===== src/hdl/wtsp_pkg.sv =====
// Shared types and constants of the world-to-screen projection unit.
package wtsp_pkg;

    localparam int CFG_W    = 64;
    localparam int DIM_W    = 14;
    localparam int COORD_W  = 32;
    localparam int IDX_W    = 3;
    localparam int QBITS    = 41;
    localparam int OFF_EXP  = 40;

    typedef enum logic [IDX_W-1:0] {
        REG_ROW0_A = 3'd0,
        REG_ROW0_B = 3'd1,
        REG_ROW1_A = 3'd2,
        REG_ROW1_B = 3'd3,
        REG_ROW3_A = 3'd4,
        REG_ROW3_B = 3'd5,
        REG_WIDTH  = 3'd6,
        REG_HEIGHT = 3'd7
    } wtsp_reg_t;

    typedef struct packed {
        logic valid;
        logic visible;
        logic ovf_x;
        logic ovf_y;
        logic neg_x;
        logic neg_y;
    } wtsp_ctrl_t;

endpackage


===== src/hdl/wtsp_div_step.sv =====
// One restoring division step for both screen axes, sharing the divisor w.
module wtsp_div_step
    import wtsp_pkg::*;
#(
    parameter int NUM_W = 79,
    parameter int DOT_W = 50,
    parameter int SHIFT = 0
) (
    input  logic               aclk,
    input  logic               aresetn,
    input  logic               en,
    input  wtsp_ctrl_t         ctrl_in,
    input  logic [DOT_W-1:0]   w_in,
    input  logic [NUM_W-1:0]   rem_x_in,
    input  logic [NUM_W-1:0]   rem_y_in,
    input  logic [QBITS-1:0]   q_x_in,
    input  logic [QBITS-1:0]   q_y_in,
    output wtsp_ctrl_t         ctrl_out,
    output logic [DOT_W-1:0]   w_out,
    output logic [NUM_W-1:0]   rem_x_out,
    output logic [NUM_W-1:0]   rem_y_out,
    output logic [QBITS-1:0]   q_x_out,
    output logic [QBITS-1:0]   q_y_out
);

    localparam int CW = DOT_W + QBITS;

    wtsp_ctrl_t        ctrl_reg;
    logic [DOT_W-1:0]  w_reg;
    logic [NUM_W-1:0]  rx_reg, ry_reg, rx_next, ry_next;
    logic [QBITS-1:0]  qx_reg, qy_reg;
    logic [CW-1:0]     dsh;
    logic              bx, by;

    always_comb begin
        dsh     = CW'(w_in) << SHIFT;
        bx      = CW'(rem_x_in) >= dsh;
        by      = CW'(rem_y_in) >= dsh;
        rx_next = bx ? NUM_W'(CW'(rem_x_in) - dsh) : rem_x_in;
        ry_next = by ? NUM_W'(CW'(rem_y_in) - dsh) : rem_y_in;
    end

    always_ff @(posedge aclk) begin
        if (!aresetn) begin
            ctrl_reg.valid <= 1'b0;
        end else if (en) begin
            ctrl_reg.valid <= ctrl_in.valid;
        end
        if (en) begin
            ctrl_reg.visible <= ctrl_in.visible;
            ctrl_reg.ovf_x   <= ctrl_in.ovf_x;
            ctrl_reg.ovf_y   <= ctrl_in.ovf_y;
            ctrl_reg.neg_x   <= ctrl_in.neg_x;
            ctrl_reg.neg_y   <= ctrl_in.neg_y;
            w_reg            <= w_in;
            rx_reg           <= rx_next;
            ry_reg           <= ry_next;
            qx_reg           <= {q_x_in[QBITS-2:0], bx};
            qy_reg           <= {q_y_in[QBITS-2:0], by};
        end
    end

    assign ctrl_out  = ctrl_reg;
    assign w_out     = w_reg;
    assign rem_x_out = rx_reg;
    assign rem_y_out = ry_reg;
    assign q_x_out   = qx_reg;
    assign q_y_out   = qy_reg;

endmodule


===== config.mk =====
export PLATFORM = sky130hd
export DESIGN_NAME = wtsp_div_step
export DESIGN_NICKNAME = d
export VERILOG_FILES = /design/src/hdl/wtsp_pkg.sv /design/src/hdl/wtsp_div_step.sv
export SDC_FILE = /design/constraint.sdc
export NUM_CORES = 1
export LEC_CHECK = 0
export ABC_AREA = 0
export BUFFER_PORTS_ARGS = -buffer_cell sky130_fd_sc_hd__buf_2
export CORE_AREA = 2 2 231 233
export DETAILED_ROUTE_END_ITERATION = 8
export DIE_AREA = 0 0 233 235
export PLACE_DENSITY = 0.56
export SETUP_SLACK_MARGIN = 0.4
export SLEW_MARGIN = 20
export SYNTH_ARGS = -nofsm -noshare
export SYNTH_HDL_FRONTEND = slang
export SYNTH_SLANG_ARGS = --single-unit

===== constraint.sdc =====
create_clock -name aclk -period 4.7 [get_ports aclk]
set_input_delay 0.94 -clock aclk [delete_from_list [all_inputs] [get_ports aclk]]
set_output_delay 0.94 -clock aclk [all_outputs]
set_load 0.05 [all_outputs]

# Word-level counts from Yosys, hierarchy flattened
# Cells that the tools add are included.
# word_totals
reg_bits,296
latchBits,0
mem_bits_rw,0
rom_bits,0
input_bits,299
wordCells,17
memories,0
# op_classes
addsub,2
mul,0
div,0
order_cmp,2
n_eq_ne,0
shifts,0
muxes,2
bitwise,0
reduce_logical,0
# op_table
operator,count
$ge 79x50->1,2
$mux 79,2
$sub 79x50->79,2

# Longest topological paths before layout
# Gate-level depths: netlist of the first run.
# depth
ltp_word,2
mapped_depth,15

# Least setup slack after synthesis of the first run
# OpenSTA, ideal clock, no wires.
# synth_timing
path_kind,input to register
start,input port rem_x_in[0]
end,register rx_reg[64] (netlist: rem_x_out[64]) (data pin)
setup_time_ps,279
t_arrival_ps,3790
t_required_ps,4421
setup_slack_ps,631
path_stages,14
path_buffers,0
path_cell_list,inv_1 ha_1 inv_1 fa_1 a211oi_1 o21ai_0 a21oi_1 o31a_1 o221a_2 nor2_1 or2_2 a21o_1 a2111oi_0 xor2_1
# synth_via
elab_chain_cells,2
word_cells_on_any_way,3
# synth_rtl
item,line_no,rtl
start: declaration,wtsp_div_step.sv:14,"input logic [NUM_W-1:0] rem_x_in,"
$sub 79x50->79 / $ge 79x50->1 (equally long branches),"wtsp_div_step.sv:39, wtsp_div_step.sv:37",
$mux 79 *,wtsp_div_step.sv:39,rx_next = bx ? NUM_W'(CW'(rem_x_in) - dsh) : rem_x_in;
named net rx_next[64],wtsp_div_step.sv:30,"logic [NUM_W-1:0] rx_reg, ry_reg, rx_next, ry_next;"
end signal: assignment,wtsp_div_step.sv:56,rx_reg <= rx_next;
end: declaration,wtsp_div_step.sv:30,
# The timed path passes the listed nets; every way through them passes the cells marked *.
# A chain may end at the register's enable or synchronous reset.

# Worst setup path in the final report of the first run
# layout_timing
start,input port w_in[1]
end,register ry_reg[61] (netlist: rem_y_out[61]) (data pin)
# layout_via
elab_chain_cells,2
word_cells_on_any_way,3
# layout_rtl
item,line_no,rtl
start: declaration,wtsp_div_step.sv:13,"input logic [DOT_W-1:0] w_in,"
$sub 79x50->79 / $ge 79x50->1 (equally long branches),"wtsp_div_step.sv:40, wtsp_div_step.sv:38",
$mux 79 *,wtsp_div_step.sv:40,ry_next = by ? NUM_W'(CW'(rem_y_in) - dsh) : rem_y_in;
named net ry_next[61],wtsp_div_step.sv:30,
end signal: assignment,wtsp_div_step.sv:57,ry_reg <= ry_next;
end: declaration,wtsp_div_step.sv:30,
# Marked as above.

==> metrics.txt, run 1 <==
count of input and output buffers 592; Max Slew Vio Count 0; YS warnings 0; die area between 0.05 and 0.06 sq mm; clk_skew 0 ns; reg2reg path depth 2; post-route ant nets 0; Worst VDD drop ~0.27 mV; worst rel slew slack a little over two fifths; Top Ports just under 600; max-cap violations 0; GRT busiest layer met2; Min-Delay Endpoint ctrl_out[5]$_SDFFE_PN0P_; Pre-antenna DRT Iters 5; drt drc 0; Clock Sinks 296; mapped cell area 0.0177 sq mm; number of flops mapped to enable cells by yosys between 200 and 300; Die Wd around 230 microns; GRT Total Usage between 20% and 30%; die extent in y approximately 240 microns; crit-path max FO 3; CP arrival roughly 4.4 ns; Syn Area/Cell ~10 sq um; CTS tree done; min-delay src ctrl_out[5]$_SDFFE_PN0P_; Most used DFF post-synth edfxtp_1; critical path class in -> reg; Critical Path RT between 4 and 5 ns; footprint of the multi-input gates roughly 0.0082 sq mm; final setup violation count 0; FF+latch count, synth just under 300; filler instances just over 5000; Seq/Total Area, Yosys 50.1%; Worst-Skew Late Latency around 0.54 ns; FF/Latch Area a little under 0.009 sq mm; global-route wire length before repair roughly 95000 microns; GR Layer Usage met1 between 20% and 30%; r2r startpoint ctrl_out[5]$_SDFFE_PN0P_; TritonCTS buffer count 36; kind of end point of the critical path flop; CTS H-tree lvls 2; routed wire length about 65000 microns; HPWL after DPL around 53000 microns; status complete, no violations; Routability Congestion around 0.91; antenna violations before repair 15; Avg Vias per Cell ~5.2; Tcrit/Tclk final about 90%; vias approximately 16000; Initial Util about 34%; CTS Buffer Depth 3; post-synth top area share 50.0%; largest net degree at the start of global routing about 100; share of layout cells above drive strength 1 ~33%; Crit Reg-Reg Endpoint ctrl_out[5]$_SDFFE_PN0P_; final hold violation count 0; post-layout min period between 4 and 5 ns; vias in the first global route 15600; 1st-iter DRT viols about 1100; pre-CTS worst setup slack -0.167 ns; Clock transition at path regs 0.06 ns; min-delay worst type reg -> reg; CTS root buffer clkbuf_16; per-cell routed wire length around 21 microns; area grow syn2layout 30.0%; Syn Nets ~2100; count leader, synth edfxtp_1; Syn Inst Count 1695; M3 GR Usage between 4 and 5%; hold depth 2; Fmax 0.242 GHz; fin nets between 2000 and 3000; Async S/R FF share, synth 0%; Leak between 9 and 10 nW; area leader, netlist edfxtp_1; CP startpoint kind input pin; Sum Neg Setup Slack 0 ns; CORE AREA 0.0522 sq mm; RSZ-0062 raised after global routing false; Cell variety after synth 75; final worst slack between 0.5 and 0.6 ns; Post-synth top cells edfxtp_1, a21oi_1, nand2_1; Worst-Margin Slew about 0.83 ns; # rows 84; grt total ovfl 0; setup slack, reg-to-reg roughly 4 ns; met2 usage between 30% and 40%; Area contributors post-synth edfxtp_1, ha_1, a21oi_1; Power Dens Cells 387 mW/mm^2
[how the worst max path moves through the flow]
stage	startpoint	to	cells after the start
3_5_place_dp	rem_x_in[0]	rem_x_out[74]$_DFFE_PP_	16
6_report	w_in[1]	rem_y_out[61]$_DFFE_PP_	17
5_1_grt	w_in[1]	rem_y_out[61]$_DFFE_PP_	17
2_1_floorplan	rem_x_in[0]	rem_x_out[64]$_DFFE_PP_	14
4_1_cts	rem_x_in[0]	rem_x_out[74]$_DFFE_PP_	16
3_3_place_gp	rem_x_in[0]	rem_x_out[74]$_DFFE_PP_	16
[state kept, by name, indices dropped and copies added, names as in the netlist]
signal,flops
ctrl_out,6
q_x_out,41
q_y_out,41
rem_x_out,79
rem_y_out,79
w_out,50
[cells by family after synthesis]
| kind of cell | after synthesis | share of synthesized area [%] |
|---|---|---|
| fa+ha+maj | 102 | 7.29 |
| compound gates | 450 | 15.6 |
| mux | 17 | 1.24 |
| buf+inv | 163 | 3.79 |
| xor+xnor | 151 | 7.46 |
| simple gates | 516 | 14.5 |
| flops | 296 | 50.1 |
[what timing repair did]
item / 4_1_cts / 5_1_grt
resized for setup: 0 / 3
setup endpoints to repair: 0 / 17
buffers inserted: 0 / 2
hold buffers: 0 / 0
[layer usage]
metal / part of all wire (%) / vias to the layer above
met1: 41 / 7571
met2: 48 / 630
met5: 0.048 / -
met3: 7.0 / 106
met4: 3.6 / 6
li1: - / 7574
[cells in the final DEF (no fill, tap or decap), types with 8 or more instances in the layout]
cell type / instances
a21oi_1: 153
mux2_4: 8
nand4b_1: 8
buf_4: 78
or4_1: 16
nand4_1: 44
nand3_1: 34
o21a_1: 17
or3_1: 15
diode_2: 11
inv_1: 83
xor2_1: 64
a21o_1: 40
a211oi_1: 14
nor2b_1: 14
o31ai_1: 8
or2_2: 8
buf_2: 591
nor3_1: 33
xnor2_1: 87
a31oi_1: 20
ha_1: 100
edfxtp_1: 295
nor4_1: 22
o21bai_1: 27
clkbuf_16: 37
nor2_1: 135
nand2_1: 141
o21ai_0: 113
[final cells by class]
cell class                 instances  area share, %
clock buffer                      43           4.16
sequential                       296           38.6
tap                              688           3.74
antenna                           11          0.120
multi-input combinational       1236           35.6
timing repair buffer             673           15.7
inverter                          84           1.37
clock inverter                    20          0.750
[where the power goes]
group	switching [mW]	total, mW	internal, mW
registers	0.0908	3.36	3.27
clock network	1.15	2.72	1.58
logic	2.02	2.82	0.795
[critical path: stages]
cell      delay [ns]
buf_2           0.09
inv_1           0.08
buf_4           0.16
ha_1            0.29
nor2b_1         0.13
o21ai_0         0.26
o21ai_0         0.23
a31oi_1         0.45
a21oi_1         0.22
o41ai_2         0.33
buf_4           0.21
a21oi_1         0.08
a21boi_0        0.27
buf_4           0.18
buf_4           0.14
o211ai_1        0.12
xnor2_1         0.20
[metrics by stage]
step / utilization [%] / instance area (sq um) / hold WS, ns / cells / power [mW]
after floorplan: - / 17700 / 0.743 / 1695 / 5.29
after global routing: 44.1 / 23000 / 0.538 / 3050 / 9.27
after global placement: 41.8 / 21800 / 0.490 / 2975 / 6.20
after CTS: 44.0 / 23000 / 0.522 / 3038 / 8.98
final: 44.1 / 23000 / 0.511 / 3051 / 8.90
after detailed placement: 41.8 / 21800 / 0.507 / 2975 / 6.21
No activity file was read; power rests on OpenSTA's default activity.
==> inputs of run 2 (changes only) <==
--- a/config.mk
+++ b/config.mk
@@ -6,11 +6,13 @@
 export NUM_CORES = 1
 export LEC_CHECK = 0
 export ABC_AREA = 0
+export ABC_CLOCK_PERIOD_IN_PS = 4700
 export BUFFER_PORTS_ARGS = -buffer_cell sky130_fd_sc_hd__buf_2
-export CORE_AREA = 2 2 231 233
+export CORE_AREA = 2 2 228 230
+export CTS_BUF_LIST = sky130_fd_sc_hd__clkbuf_8
 export DETAILED_ROUTE_END_ITERATION = 8
-export DIE_AREA = 0 0 233 235
-export PLACE_DENSITY = 0.56
+export DIE_AREA = 0 0 230 232
+export PLACE_DENSITY = 0.57
 export SETUP_SLACK_MARGIN = 0.4
 export SLEW_MARGIN = 20
 export SYNTH_ARGS = -nofsm -noshare
==> metrics.txt, run 2 (synthesis results as in run 1) <==
vias 16000 (was 15900); Switching Share 37.2% (was 36.6%); postcts setup bufs 0 (unchanged); Fmax 0.246 GHz (was 0.242 GHz); Reg power frac 38.3% (was 37.8%); CP startpoint kind input pin (unchanged); Routability Congestion 0.904 (was 0.913); placed instance count 2981 (was 2975); TritonCTS buffer count 55 (was 36); # rows 83 (was 84); min-delay worst type in -> reg (was reg -> reg); Top Ports 595 (unchanged); area grow syn2layout 30.6% (was 30.0%); HPWL after DPL 52600 microns (was 53300 microns); Worst-Skew Late Latency 0.62 ns (was 0.54 ns); max-cap violations 0 (unchanged); Die Wd 230 microns (was 233 microns); setup slack, reg-to-reg 4.12 ns (about the same); CTS Hold Bufs 0 (unchanged); CORE AREA 0.0509 sq mm (was 0.0522 sq mm); die area 0.0534 sq mm (was 0.0548 sq mm); Final Non-Filler Cells 3089 (was 3051); worst rel slew slack 38.5% (was 43.1%); crit-path max FO 5 (was 3); routed wire length 64800 microns (was 65200 microns); final setup violation count 0 (unchanged); overall power 8.74 mW (was 8.90 mW); drt drc 0 (unchanged); global-route wire length before repair 93400 microns (was 95000 microns); CP arrival 4.45 ns (was 4.40 ns); Critical Path RT 5.08 ns (was 4.98 ns); combinational share of power 32.5% (was 31.7%); RSZ-0062 raised after global routing true (was false); 1st-iter DRT viols 1204 (was 1140); grt total ovfl 0 (unchanged); share of layout cells above drive strength 1 33.2% (was 32.5%); Worst VDD drop 0.220 mV (was 0.267 mV); Max Slew Vio Count 0 (unchanged); count of input and output buffers 592 (unchanged); most common cell after layout, fill and taps aside buf_2 (unchanged); vias in the first global route 15600 (about the same); Clk pwr share 29.2% (was 30.6%); post-route ant nets 0 (unchanged); final hold violation count 0 (unchanged); Clock Sinks 296 (unchanged); CTS root buffer clkbuf_8 (was clkbuf_16); Switch Pwr 3.25 mW (was 3.26 mW); largest net degree at the start of global routing 105 (was 104); die extent in y 232 microns (was 235 microns); status complete, no violations (unchanged); CTS tree done (unchanged); GRT Total Usage 23.0% (was 22.9%); per-cell routed wire length 21.0 microns (was 21.4 microns); PostCTS Resize Cnt 0 (unchanged); kind of end point of the critical path flop (unchanged); P_int 5.49 mW (was 5.64 mW); Initial Util 34.8% (was 33.9%); most frequent cells in the layout buf_2, edfxtp_1, a21oi_1 (unchanged); antenna violations before repair 10 (was 15); Leak 9.89 nW (was 9.75 nW); clk_skew 0 ns (unchanged); Pre-antenna DRT Iters 7 (was 5); Power Dens Cells 378 mW/mm^2 (was 387 mW/mm^2); Avg Vias per Cell 5.17 (was 5.21); Clock transition at path regs 0.06 ns (about the same); CTS H-tree lvls 2 (unchanged); post-layout min period 4.07 ns (was 4.13 ns); CTS Buffer Depth 3 (unchanged); Tcrit/Tclk final 86.6% (was 87.8%); Worst-Margin Slew 0.923 ns (was 0.832 ns); fin nets 2760 (was 2728); critical path class in -> reg (unchanged)
[run 2: per-layer routing]
metal,up-vias,part of all wire (%),global-route usage (%)
met5,-,0.011,0
met4,2,2.9,9.15
met3,86,7.7,4.90
met2,674,49,39.3
met1,7561,40,28.4
li1,7642,-,-
[run 2: per-stage QoR]
stage               cell area (sq um)  setup TNS (ns)  hold WS (ns)  util (%)  setup slack [ns]
floorplan                       17700               0         0.743         -             0.631
global placement                22000          -0.893         0.492      43.2            -0.203
detailed placement              22000          -0.106         0.510      43.2           -0.0224
CTS                             23100               0         0.414      45.3             0.640
global route                    23100               0         0.430      45.5             0.375
finish                          23100               0         0.481      45.5             0.632
[run 2: critical path, stage by stage]
cell	delay, ns
buf_2	0.11
ha_1	0.21
inv_1	0.07
fa_1	0.19
a211oi_1	0.11
o21ai_0	0.25
a21oi_1	0.12
buf_4	0.16
a2111oi_0	0.75
o21ai_0	0.23
nand3b_1	0.23
nor4b_2	0.67
nor4_4	0.17
nand4b_1	0.17
xnor2_1	0.07
[run 2: path summary, 6_finish.rpt]
| path | from | end | depth (start not counted) |
|---|---|---|---|
| max | w_in[0] | rem_x_out[76]$_DFFE_PP_ | 15 |
| min | q_x_in[11] | q_x_out[12]$_DFFE_PP_ | 1 |
| max reg2reg | ctrl_out[5]$_SDFFE_PN0P_ | ctrl_out[5]$_SDFFE_PN0P_ | 2 |
| min reg2reg | ctrl_out[5]$_SDFFE_PN0P_ | ctrl_out[5]$_SDFFE_PN0P_ | 2 |
[run 2: area by class of cell]
type                    instances  area, sq um
repair buffers                685         3750
diodes                         11         27.5
inverters                      84          315
well taps                     680          851
flip-flops and latches        296         8880
clock buffers                  58          798
multi-input cells            1237         8220
fillers                      4945        27800
clock inverters                38          303
[run 2: power by group through the flow]
stage	combinational [mW]	sequential (mW)	clock [mW]
after floorplan	0.873	4.42	0
after global placement	2.81	3.40	0
after detailed placement	2.81	3.41	0
after CTS	2.83	3.36	2.64
after global routing	3.01	3.38	2.76
final	2.84	3.35	2.56
